**config.mk**
```make
export PLATFORM = sky130hd
export DESIGN_NAME = vpma_ram
export DESIGN_NICKNAME = d
export VERILOG_FILES = /design/src/rtl/core/vpma_ram.sv
export SDC_FILE = /design/constraint.sdc
export NUM_CORES = 1
export LEC_CHECK = 0
export BUFFER_PORTS_ARGS = -buffer_cell sky130_fd_sc_hd__buf_2
export CAP_MARGIN = 20
export CORE_UTILIZATION = 65
export DETAILED_ROUTE_END_ITERATION = 12
export HOLD_SLACK_MARGIN = 0.08
export PLACE_DENSITY = 0.84
export SETUP_SLACK_MARGIN = 0.05
export SLEW_MARGIN = 30
export SYNTH_ARGS = -nofsm -noshare
export SYNTH_HDL_FRONTEND = slang
export SYNTH_SLANG_ARGS = --single-unit
```
**constraint.sdc**
```tcl
create_clock -name clk_i -period 3.6 [get_ports clk_i]
set_input_delay 0.72 -clock clk_i [delete_from_list [all_inputs] [get_ports clk_i]]
set_output_delay 0.72 -clock clk_i [all_outputs]
set_load 0.005 [all_outputs]
```
**src/rtl/core/vpma_ram.sv**
```systemverilog
`timescale 1ns / 1ps
// ---------------------------------------------------------------------------
// Generic single-port-write RAM
// One write port and one read port; the read data is registered.
// ---------------------------------------------------------------------------
module vpma_ram #(
  parameter int unsigned WIDTH = 8,
  parameter int unsigned DEPTH = 16,
  localparam int unsigned AW   = (DEPTH > 1) ? $clog2(DEPTH) : 1
) (
  input  logic             clk_i,
  input  logic             we_i,
  input  logic [AW-1:0]    waddr_i,
  input  logic [WIDTH-1:0] wdata_i,
  input  logic             re_i,
  input  logic [AW-1:0]    raddr_i,
  output logic [WIDTH-1:0] rdata_o
);

  logic [WIDTH-1:0] mem_q [DEPTH];
  logic [WIDTH-1:0] rdata_q;

  // Write port.
  always_ff @(posedge clk_i) begin
    if (we_i) begin
      mem_q[waddr_i] <= wdata_i;
    end
  end

  // Registered read port.
  always_ff @(posedge clk_i) begin
    if (re_i) begin
      rdata_q <= mem_q[raddr_i];
    end
  end

  assign rdata_o = rdata_q;

endmodule

```
==> run summary <==
The run finished with clean final reports. After clock tree synthesis, the clock-pin slew on the worst setup and hold paths is 0.06 ns. The routed design has 11300 um of wire. The logs give 5990 um for the sum of net half-perimeters after detailed placement and 17 for the number of buffers created by CTS.

The tools report the buffer depth of the longest clock path as 2. The final clock period utilization by the worst path works out to 0.592. The share of final-layout standard cells stronger than drive strength 1 was 0.281.

The area share of the largest cell type after synthesis came out at 0.781. In the final timing run, aggregate negative setup slack is 0 ns. For this run the aggregate overflow at the end of global routing stands at 0.

The detailed-route wire length per cell is 29.4 um, and the total power divided by cell area is 614 nW/um2. The final RePlAce weighted congestion is 0.768, and the power share of the clock group is 0.473. The first detailed-routing pass ran for 5 iterations.

In this run the remaining antenna-violating nets after routing total 0. For the area enclosed by the die boundary, the log shows 8410 um2. The H-tree was split into 4 levels. The number of setup buffers added after CTS is 0, and the initial antenna violation count is 0. The tools report the clock root buffer as sky130_fd_sc_hd__clkbuf_8. The met1 capacity usage during global routing is 0.411, and the post-placement worst setup slack is 0.980 ns.

Number of vias in the routed layout: 2602. The floorplan has 32 rows. For the worst setup path, the data arrival time is 2.39 ns. Cell internal power was estimated by the tool at 2.96 mW. The most used flip-flop cell after synthesis is sky130_fd_sc_hd__edfxtp_1. Averaged over all synthesized cells, the footprint is 22.8 um2. TritonCTS built the clock tree. After layout, the worst setup slack is 1.47 ns.

The repair_antennas step left the layout with diodes totalling 0. Launch point of the worst reg-to-reg path: mem_q[11][4]$_DFFE_PP_. Fill cells in the final layout number 402. The worst register-to-register path has a setup slack of 2.07 ns. For the gate count after technology mapping, the log shows 229. The tools report the launching instance or port of the critical path as raddr_i[0]. The final count of hold timing violations came out at 0. By instance count, the leading cell after synthesis is sky130_fd_sc_hd__edfxtp_1.

The logs give 0.0871 for the met3 track demand over resource in global routing and 0.52 ns for the clock insertion delay at the later pin of the skew report. For the effective utilization at floorplan, the log shows 0.673. The global-route wire length before repair is 17000 um. The kind of start point of the critical path is an input pin. The tools report the met2 capacity usage during global routing as 0.486. The first-iteration detailed-routing DRC count came out at 270. Final-report max-slew violation count: 0. Following the worst setup path forward leads to its endpoint at rdata_o[1]$_DFFE_PP_. During synthesis, Yosys emitted a total of 0 warnings. The number of synthesized register bits came out at 136. From bottom edge to top edge, the die measures 91.7 um. The category of the most critical setup path was in -> reg. The region available for standard cell placement spans 7770 um2. In the synthesized netlist, the cells that appear most often are sky130_fd_sc_hd__edfxtp_1, sky130_fd_sc_hd__mux4_2, sky130_fd_sc_hd__a22oi_1, sky130_fd_sc_hd__mux4_1, sky130_fd_sc_hd__nor2_1. Setup repair after global routing left no endpoint under its margin. The part of the total power dissipated in combinational logic was 0.044.

The tools report the type of element capturing the critical path as a register. For this design, the sink count on the clock tree is 136. The total leakage power came out at 2.02 nW.

The slowest stage of the critical path is the sky130_fd_sc_hd__mux4_1 cell. In this run the most used layer during global routing was met2. Worst slew slack as a fraction of its limit: 0.339.

The number of different library cells used by synthesis comes to 18. For this design, the CTS-stage hold fixing added 0 buffers. The overall global routing resource usage came out at 0.304. The leading area contributor after synthesis was sky130_fd_sc_hd__edfxtp_1.

Biggest fanout along the worst timing path: 17. The signal on the critical path passes through buf_2 -> buf_12 -> mux4_1 -> a22oi_1 -> nand2_1. When the netlist entered floorplanning its net count stood at 248. The run gives 0.00553 ns as the final setup skew. For the relative contribution of sequential cells to total power, the log shows 0.484. Input and output buffers added on the ports amount to 26. Dividing the detail-routed via count by the number of cells gives 6.79. The switching power was 0.753 mW. For the number of top-level pins, the log shows 27. Relative area change from synthesis to final layout: 15.7%. The run gives 288 as the number of nets in the finished design. The required time of the critical path came out at 3.85 ns. The endpoint identified for the worst register-to-register timing path is rdata_o[4]$_DFFE_PP_. The via count of the first global-routing pass was 2688; the slew at the pin closest to its max-slew limit was 0.989 ns. Counting cells, the worst reg-to-reg path comes to 3. The switching fraction of total power is 0.203, and the maximum frequency from static timing analysis is 0.469 GHz. The number of enable-type register cells in the synthesized netlist works out to 136. The clock period could shrink to 2.13 ns. Across the VDD grid, the largest voltage drop is 0.453 mV. After clock tree synthesis, the repair step resized 0 gates.

Setup violations remaining at the end of the flow were counted as 0. Entering global routing, the biggest net connects 33 pins. On the worst path, the slowest cell contributes a delay of 0.61 ns.

The die extent in x is 91.7 um. The synthesized netlist occupies a cell area of 5230 um2. The async set-reset flop share out of synthesis works out to 0. The worst hold path belongs to the class in -> reg.

After synthesis, the cell types taking the most area are sky130_fd_sc_hd__edfxtp_1, sky130_fd_sc_hd__mux4_2, sky130_fd_sc_hd__mux4_1, sky130_fd_sc_hd__a22oi_1, sky130_fd_sc_hd__nor2_1. Across the run, the number of max-cap violations was 0. The post-detailed-route DRC marker count was 0.

The run gives 0.781 as the proportion of synthesized chip area in sequential cells.
==> logic make-up after synthesis <==
logic type | share of synthesized area
compound gates | 0.0230
mux | 0.148
flops | 0.781
simple gates | 0.0314
buf+inv | 0.0165
==> through the flow <==
step / instance area (um2) / power, mW / hold WS (ns) / std cells / utilization
2_1_floorplan: 5230 / 1.91 / 0.705 / 229 / -
5_1_grt: 6050 / 3.80 / 0.552 / 383 / 0.778
6_report: 6050 / 3.72 / 0.574 / 383 / 0.778
3_5_place_dp: 5450 / 1.98 / 0.751 / 352 / 0.702
4_1_cts: 6050 / 3.73 / 0.556 / 383 / 0.778
3_3_place_gp: 5450 / 1.97 / 0.731 / 352 / 0.702
==> power by group through the flow <==
| stage | Sequential, mW | Combinational (mW) | Clock (mW) |
|---|---|---|---|
| finish | 1.80 | 0.162 | 1.76 |
| global route | 1.80 | 0.171 | 1.83 |
| CTS | 1.80 | 0.162 | 1.77 |
| detailed placement | 1.83 | 0.156 | 0 |
| global placement | 1.83 | 0.149 | 0 |
| floorplan | 1.82 | 0.0900 | 0 |
==> worst max-delay path: cells and delay by family <==
family	cells	cell delay [ns]
buffers and inverters	2	0.70
AOI/OAI and AO/OA	1	0.24
and+or+nand+nor	1	0.10
muxes	1	0.61
==> routing by layer <==
metal,vias up,routed length (um)
met3,17,935
met2,150,5820
met4,0,189
met5,-,0
li1,1062,-
met1,1373,4330
==> cell usage in the layout (no fill, tap or decap), drive strengths merged <==
cell      count
edfxtp      136
mux4         32
buf          31
clkbuf       17
a22oi        16
nor2         13
nand2         9
clkinv        7
nor3          4
bufinv        4
clkinvlp      3
nand3b        2
nand2b        2
nor2b         1
and2          1
and2b         1
nand3         1
or3b          1
==> worst min-delay path by stage <==
| stage | from | end | slack, ns | cells after the start |
|---|---|---|---|---|
| after global routing | re_i | rdata_o[0]$_DFFE_PP_ | 0.55 | 1 |
| after detailed placement | mem_q[15][0]$_DFFE_PP_ | rdata_o[0]$_DFFE_PP_ | 0.75 | 3 |
| after floorplan | mem_q[7][0]$_DFFE_PP_ | rdata_o[0]$_DFFE_PP_ | 0.70 | 3 |
| after CTS | re_i | rdata_o[0]$_DFFE_PP_ | 0.56 | 1 |
| final | re_i | rdata_o[0]$_DFFE_PP_ | 0.57 | 1 |
| after global placement | mem_q[12][0]$_DFFE_PP_ | rdata_o[0]$_DFFE_PP_ | 0.73 | 3 |
==> final cells by class <==
| type | instances | area [um2] | share of cell area |
|---|---|---|---|
| Sequential cell | 136 | 4080 | 0.675 |
| Multi-Input combinational cell | 83 | 1060 | 0.175 |
| Timing Repair Buffer | 31 | 180 | 0.0298 |
| Tap cell | 102 | 128 | 0.0211 |
| Clock inverter | 14 | 183 | 0.0302 |
| Clock buffer | 17 | 414 | 0.0685 |
==> flip-flops by register name (all words and copies together) (netlist names) <==
name and count:
mem_q 128, rdata_o 8
Note: power is estimated with default switching activity, not from simulation.
