==> src/rtl/core/vpma_pkg.sv <==
`timescale 1ns / 1ps
// ---------------------------------------------------------------------------
// Voxel moment accumulator package
// Shared constants, codes and arithmetic helpers for the accumulator and its
// divider.
// ---------------------------------------------------------------------------
package vpma_pkg;

  // Default sizes
  localparam int unsigned NUM_VOXELS_DEF = 4096;
  localparam int unsigned COUNT_BITS_DEF = 16;

  // Field and accumulator widths
  localparam int unsigned COORD_W    = 24;
  localparam int unsigned LEAF_W     = 24;
  localparam int unsigned ORG_W      = 16;
  localparam int unsigned DIM_W      = 13;
  localparam int unsigned MINP_W     = 16;
  localparam int unsigned VIDX_W     = 12;
  localparam int unsigned SUM1_W     = 40;
  localparam int unsigned SUM2_W     = 64;
  localparam int unsigned MEAN_W     = 24;
  localparam int unsigned COV_W      = 48;
  localparam int unsigned CNT_OUT_W  = 16;
  localparam int unsigned CFG_IDX_W  = 3;
  localparam int unsigned CFG_DATA_W = 24;
  localparam int unsigned N_AXES     = 3;
  localparam int unsigned N_TERMS    = 6;

  // Configuration register indexes
  typedef enum logic [CFG_IDX_W-1:0] {
    CFG_INV_LEAF   = 3'd0,
    CFG_ORIGIN_X   = 3'd1,
    CFG_ORIGIN_Y   = 3'd2,
    CFG_ORIGIN_Z   = 3'd3,
    CFG_DIM_X      = 3'd4,
    CFG_DIM_Y      = 3'd5,
    CFG_DIM_Z      = 3'd6,
    CFG_MIN_POINTS = 3'd7
  } cfg_idx_e;

  // Request operations
  typedef enum logic [0:0] {
    OP_ACCUM = 1'b0,
    OP_READ  = 1'b1
  } op_e;

  // Sequencer states
  typedef enum logic [3:0] {
    ST_IDLE,
    ST_CLEAR,
    ST_ACC_MUL,
    ST_ACC_IDX1,
    ST_ACC_IDX2,
    ST_ACC_RD,
    ST_ACC_WR,
    ST_RD_RD,
    ST_RD_LOAD,
    ST_MEAN_GO,
    ST_MEAN_WAIT,
    ST_PROD,
    ST_S2_WAIT,
    ST_D_GO,
    ST_D_WAIT,
    ST_OUT
  } state_e;

  // First and second axis of each product term: xx, xy, xz, yy, yz, zz.
  function automatic int unsigned term_a(input int unsigned k);
    int unsigned r;
    r = (k < 3) ? 0 : ((k < 5) ? 1 : 2);
    return r;
  endfunction

  function automatic int unsigned term_b(input int unsigned k);
    int unsigned r;
    case (k)
      0: r = 0;
      1: r = 1;
      3: r = 1;
      default: r = 2;
    endcase
    return r;
  endfunction

  // Saturate a 64-bit value to the mean width.
  function automatic logic signed [MEAN_W-1:0] sat_mean(input logic signed [SUM2_W-1:0] v);
    logic signed [SUM2_W-1:0] hi;
    logic signed [SUM2_W-1:0] lo;
    logic signed [MEAN_W-1:0] r;
    hi = {{(SUM2_W-MEAN_W+1){1'b0}}, {(MEAN_W-1){1'b1}}};
    lo = ~hi;
    if (v > hi) r = hi[MEAN_W-1:0];
    else if (v < lo) r = lo[MEAN_W-1:0];
    else r = v[MEAN_W-1:0];
    return r;
  endfunction

  // Saturate a 64-bit value to the covariance width.
  function automatic logic signed [COV_W-1:0] sat_cov(input logic signed [SUM2_W-1:0] v);
    logic signed [SUM2_W-1:0] hi;
    logic signed [SUM2_W-1:0] lo;
    logic signed [COV_W-1:0] r;
    hi = {{(SUM2_W-COV_W+1){1'b0}}, {(COV_W-1){1'b1}}};
    lo = ~hi;
    if (v > hi) r = hi[COV_W-1:0];
    else if (v < lo) r = lo[COV_W-1:0];
    else r = v[COV_W-1:0];
    return r;
  endfunction

  // Clamp to plus or minus 2^62.
  function automatic logic signed [SUM2_W-1:0] clamp62(input logic signed [SUM2_W-1:0] v);
    logic signed [SUM2_W-1:0] lim;
    logic signed [SUM2_W-1:0] r;
    lim = {2'b01, {(SUM2_W-2){1'b0}}};
    if (v > lim) r = lim;
    else if (v < -lim) r = -lim;
    else r = v;
    return r;
  endfunction

endpackage

==> src/rtl/core/vpma_div.sv <==
`timescale 1ns / 1ps
// ---------------------------------------------------------------------------
// Floor divider
// Signed 64-bit dividend by an unsigned nonzero count, one quotient bit per
// cycle, result rounded toward minus infinity.
// ---------------------------------------------------------------------------
module vpma_div import vpma_pkg::*; #(
  parameter int unsigned DVS_W = COUNT_BITS_DEF
) (
  input  logic                     clk_i,
  input  logic                     rst_ni,
  input  logic                     start_i,
  input  logic signed [SUM2_W-1:0] dividend_i,
  input  logic [DVS_W-1:0]         divisor_i,
  output logic                     done_o,
  output logic signed [SUM2_W-1:0] quotient_o
);

  localparam int unsigned CNT_W = $clog2(SUM2_W + 1);

  logic              busy_q;
  logic              done_q;
  logic [CNT_W-1:0]  cnt_q;
  logic              neg_q;
  logic [SUM2_W-1:0] quo_q;
  logic [DVS_W-1:0]  rem_q;

  logic [DVS_W:0]    rem_sh;
  logic [DVS_W:0]    rem_nx;
  logic              ge;
  logic [SUM2_W-1:0] mag;
  logic [SUM2_W-1:0] quo_up;

  // One restoring step.
  always_comb begin
    rem_sh = {rem_q, quo_q[SUM2_W-1]};
    ge     = (rem_sh >= {1'b0, divisor_i});
    rem_nx = ge ? (rem_sh - {1'b0, divisor_i}) : rem_sh;
    mag    = dividend_i[SUM2_W-1] ? (-dividend_i) : dividend_i;
  end

  // Negative dividends round the magnitude quotient up before negation.
  always_comb begin
    quo_up     = quo_q + {{(SUM2_W-1){1'b0}}, (rem_q != '0)};
    quotient_o = neg_q ? signed'(-quo_up) : signed'(quo_q);
  end

  assign done_o = done_q;

  // Control.
  always_ff @(posedge clk_i or negedge rst_ni) begin
    if (!rst_ni) begin
      busy_q <= 1'b0;
      done_q <= 1'b0;
      cnt_q  <= '0;
    end else begin
      done_q <= 1'b0;
      if (start_i) begin
        busy_q <= 1'b1;
        cnt_q  <= CNT_W'(SUM2_W);
      end else if (busy_q) begin
        cnt_q <= cnt_q - 1'b1;
        if (cnt_q == CNT_W'(1)) begin
          busy_q <= 1'b0;
          done_q <= 1'b1;
        end
      end
    end
  end

  // Datapath.
  always_ff @(posedge clk_i) begin
    if (start_i) begin
      neg_q <= dividend_i[SUM2_W-1];
      quo_q <= mag;
      rem_q <= '0;
    end else if (busy_q) begin
      quo_q <= {quo_q[SUM2_W-2:0], ge};
      rem_q <= rem_nx[DVS_W-1:0];
    end
  end

endmodule

==> config.mk <==
export PLATFORM = sky130hd
export DESIGN_NAME = vpma_div
export DESIGN_NICKNAME = d
export VERILOG_FILES = /design/src/rtl/core/vpma_pkg.sv /design/src/rtl/core/vpma_div.sv
export SDC_FILE = /design/constraint.sdc
export NUM_CORES = 1
export LEC_CHECK = 0
export ABC_AREA = 0
export CAP_MARGIN = 20
export CORE_MARGIN = 3
export CORE_UTILIZATION = 46
export CTS_BUF_LIST = sky130_fd_sc_hd__clkbuf_2
export DETAILED_ROUTE_END_ITERATION = 10
export DONT_BUFFER_PORTS = 1
export PLACE_DENSITY = 0.72
export SLEW_MARGIN = 20
export SYNTH_ARGS = -nofsm -noshare
export SYNTH_HDL_FRONTEND = slang
export SYNTH_SLANG_ARGS = --single-unit
==> constraint.sdc <==
create_clock -name clk_i -period 5 [get_ports clk_i]
set_clock_uncertainty 0.2 [all_clocks]
set_input_delay 0 -clock clk_i [delete_from_list [all_inputs] [get_ports clk_i]]
set_output_delay 0 -clock clk_i [all_outputs]
set_load 0.03 [all_outputs]
==> metrics.yaml <==
status:
  status: "complete, no violations"
timing:
  slew_headroom_pct: 23.0
  timing_hold_violations_final: 0
  rsz0062_at_grt: "false"
  totalNegativeSetupSlack_ns: 0
  min_period_over_period_pct: 95.9
  maxClockFrequency_ghz: 0.209
  tightestPinTransition_ns: 1.14
  finalCriticalPeriod_ns: 4.80
  setup_viol: 0
  finalWorstSetupSlack_ns: 0.205
  report.final.slew_viol_count: 0
placement:
  placement.io_buffers: 0
  dp_worst_setup_slack_ns: 0.630
  dp_hpwl_um: 23700
  global_placer_s_final_weighted_congestion: 0.932
  placed_cells: 1642
setup_path:
  crit_path_end_kind: "output pin"
  path_delay_family: "compound AO/OA/AOI/OAI gates"
  worstSetupPathType: "reg2out"
  logic_depth_of_the_worst_path_buffers_included: 16
  rr_worst_depth: 13
  critical_path.startpoint: "rem_q[0]"
  required_ns: 4.80
  critical_path.startpoint_type: "flop"
  crit_slowest_cell: "sky130_fd_sc_hd__dfxtp_1"
  cp_data_arrival_time_ns: 4.60
  crit_buf_inv: 2
  timing.critical_path.cells: "nor4_1, and4_1, ha_1, ha_1, a211oi_2, o21ai_0, buf_4, a311o_1, a21bo_2, a21oi_1, o21ai_0, a221o_1, a41oi_1, xnor2_1, mux2i_1, buf_4"
  timing.critical_path.fanout_max: 4
  critical_path.reg2reg.startpoint: "rem_q[0]"
  timing.critical_path.slowest_cell_delay_ns: 0.46
finish:
  finalNonFillerCells: 1820
  drive_gt1_share_pct: 5.42
  syn_to_final_growth_pct: 18.8
  layout_common_cells: "156 x sky130_fd_sc_hd__dlygate4sd3_1, 152 x sky130_fd_sc_hd__nor2_1, 148 x sky130_fd_sc_hd__a21oi_1"
  finalNetCount: 1694
  most_common_library_cell_in_the_layout_ignoring_fill_and_taps: "sky130_fd_sc_hd__dlygate4sd3_1"
yosys:
  synth_edf_count: 65
  netlist_instances: 1409
  synth.yosys.warnings: 0
  synth.net_count: 1577
  post_synth_instance_area_um2: 10700
  syn_avg_cell_area_um2: 7.57
  synth.yosys.seq_area_share_pct: 23.4
  synth_seq_cells: 90
  post_synth_num_cell_types: 75
  synth_async_sr_flop_share_pct: 10.0
  synth_ff_type: "sky130_fd_sc_hd__edfxtp_1"
cts:
  cts_tree: "built"
  clk_pin_slew_ns: 0.24
  post_cts_repair_setup_buffers: 0
  max-clock-path-buffers: 2
  numClockSinks: 90
  cts-htree-levels: 3
  cts-root-buf: "sky130_fd_sc_hd__clkbuf_2"
  tritoncts.num_buffers: 9
  clock_latency_ns: 0.61
pwr:
  post-layout-total-power_mw: 4.37
  power.share.switching_pct: 50.6
  seq_power_share_pct: 24.3
  vdd_drop_max_mv: 0.196
  combPwrFrac_pct: 66.9
  net_switching_power_mw: 2.21
  leakage_nw: 5.47
  p_int_mw: 2.16
  clockPowerShare_pct: 8.8
  power_per_cell_area_nw_per_um2: 345
floorplan:
  floorplan.die_area_um2: 25100
  rows: 55
  ioPinCount: 148
  initial_core_util_pct: 47.0
  floorplan.die.width_um: 158
  chipHeight_um: 158
  fp.coreArea_um2: 22700
drt:
  vias_per_cell: 6.10
  via_total_after_detailed_routing: 11100
  finalWirelength_um: 33900
  drt_iter0_markers: 908
  drt-pass1-iter-count: 6
  final_antenna_net_count: 0
  drt_drc_violations_left: 0
  wl_per_cell_um: 18.6
global_routing:
  grt_pass1_wl_um: 53100
  grt_pass1_vias: 10500
  global_route_total_usage_across_every_layer_pct: 26.0
  grt_start_max_net_pins: 152
  grt-ovfl-total: 0
  grt_antenna_before_repair: 4
worst_hold_path:
  worstHoldPathType: "in2async"
job:
  number_of_max_capacitance_violations_reported: 0
[cell families after synthesis]
group | share of synthesized area [%]
AO/OA/AOI/OAI | 27.2
XOR/XNOR | 10.7
adder cells (fa/ha/maj) | 10.0
buffers and inverters | 6.81
flip-flops | 23.4
multiplexers | 3.21
AND/OR/NAND/NOR | 18.6
[state kept, by name (all words and copies together) (netlist names)]
signal,flops
neg_q,1
busy_q,1
cnt_q,7
done_o,1
quo_q,64
rem_q,16
[worst reg2reg max path, delay by kind of cell (launching register included)]
kind	cells	cell delay, ns
fa+ha+maj	1	0.27
buf+inv	2	1.17
simple gates	2	0.42
compound gates	8	1.59
flops	1	0.46
[through the flow]
stage	utilization, %	hold WS (ns)	instance area, µm²
finish	55.8	0.0677	12700
global route	55.8	0.0259	12700
CTS	55.5	0.00382	12600
detailed placement	47.9	-0.495	10900
global placement	47.9	-0.495	10900
floorplan	-	-0.496	10700
[cell usage after synthesis, types with 3 or more instances]
library cell               instances  area share, %
sky130_fd_sc_hd__nand2_1         128            4.5
sky130_fd_sc_hd__o31ai_1          22            1.5
sky130_fd_sc_hd__clkbuf_1         66            2.3
sky130_fd_sc_hd__dfrtp_1           9            2.1
sky130_fd_sc_hd__and3_1            5           0.29
sky130_fd_sc_hd__nand3_1          18           0.84
sky130_fd_sc_hd__buf_6             4           0.42
sky130_fd_sc_hd__nor4b_1           3           0.25
sky130_fd_sc_hd__xnor2_1          56            4.6
sky130_fd_sc_hd__nor2b_1          10           0.59
sky130_fd_sc_hd__o311ai_0          3           0.25
sky130_fd_sc_hd__xor2_1           74            6.1
sky130_fd_sc_hd__a21boi_0          8           0.56
sky130_fd_sc_hd__o41ai_1          16            1.3
sky130_fd_sc_hd__nor4_1           12           0.70
sky130_fd_sc_hd__a21oi_1         148            6.9
sky130_fd_sc_hd__a21o_1           40            2.8
sky130_fd_sc_hd__o21a_1           14           0.99
sky130_fd_sc_hd__nor3_1           14           0.66
sky130_fd_sc_hd__a31oi_1          11           0.65
sky130_fd_sc_hd__nand2b_1          9           0.53
sky130_fd_sc_hd__inv_1           108            3.8
sky130_fd_sc_hd__a311oi_1          6           0.49
sky130_fd_sc_hd__ha_1             84            9.9
sky130_fd_sc_hd__a211oi_1         23            1.6
sky130_fd_sc_hd__or2_2             6           0.35
sky130_fd_sc_hd__nor2_1          152            5.3
sky130_fd_sc_hd__o21ai_0         118            5.5
sky130_fd_sc_hd__a221oi_1          3           0.25
sky130_fd_sc_hd__edfxtp_1         65             18
sky130_fd_sc_hd__dfxtp_1          16            3.0
sky130_fd_sc_hd__or4_1             6           0.42
sky130_fd_sc_hd__or4_4             3           0.32
sky130_fd_sc_hd__o211ai_1          6           0.42
sky130_fd_sc_hd__mux2i_1          32            3.0
sky130_fd_sc_hd__o21bai_1         19            1.3
sky130_fd_sc_hd__and2_1            4           0.23
sky130_fd_sc_hd__nand4_1          31            1.8
sky130_fd_sc_hd__or3_1             7           0.41
[power by group through the flow]
| stage | Sequential (mW) | Combinational, mW | Clock [mW] |
|---|---|---|---|
| 2_1_floorplan | 1.03 | 2.11 | 0 |
| 3_3_place_gp | 1.07 | 2.59 | 0 |
| 3_5_place_dp | 1.07 | 2.61 | 0 |
| 4_1_cts | 1.06 | 2.84 | 0.390 |
| 5_1_grt | 1.08 | 3.18 | 0.421 |
| 6_report | 1.06 | 2.92 | 0.383 |
[final cells by class]
type                            count  area (µm²)
Antenna cell                        4        10.0
Clock buffer                       13        65.1
Clock inverter                      3        40.0
Fill cell                        2054       10000
Inverter                          108         405
Multi-Input combinational cell   1137        7510
Sequential cell                    90        2500
Tap cell                          285         357
Timing Repair Buffer              180        1780
[metal layers]
metal	wire (µm)	GRT usage, %	share of wire [%]	vias up
li1	-	-	-	5315
met1	14500	35.0	43	5150
met2	15400	42.1	46	534
met3	2620	4.46	7.7	111
met4	1340	9.71	4.0	0
met5	0	0	0	-
[path summary, 6_finish.rpt]
kind | end | slack [ns]
worst max-delay path | quotient_o[54] | 0.20
worst min-delay path | done_o | 0.07
worst max register to register | rem_q[15] | 0.82
worst min register to register | rem_q[15] | 0.33
max in group asynchronous | cnt_q[2] | 4.23
min in group clk_i | quo_q[0] | 0.08
[repair_timing]
item	CTS	global route
hold endpoints to repair	139	0
pin swaps	0	0
endpoints found under the setup margin	3	13
resized for setup	3	17
hold buffers	158	0
Note: power is estimated with default switching activity, not from simulation.
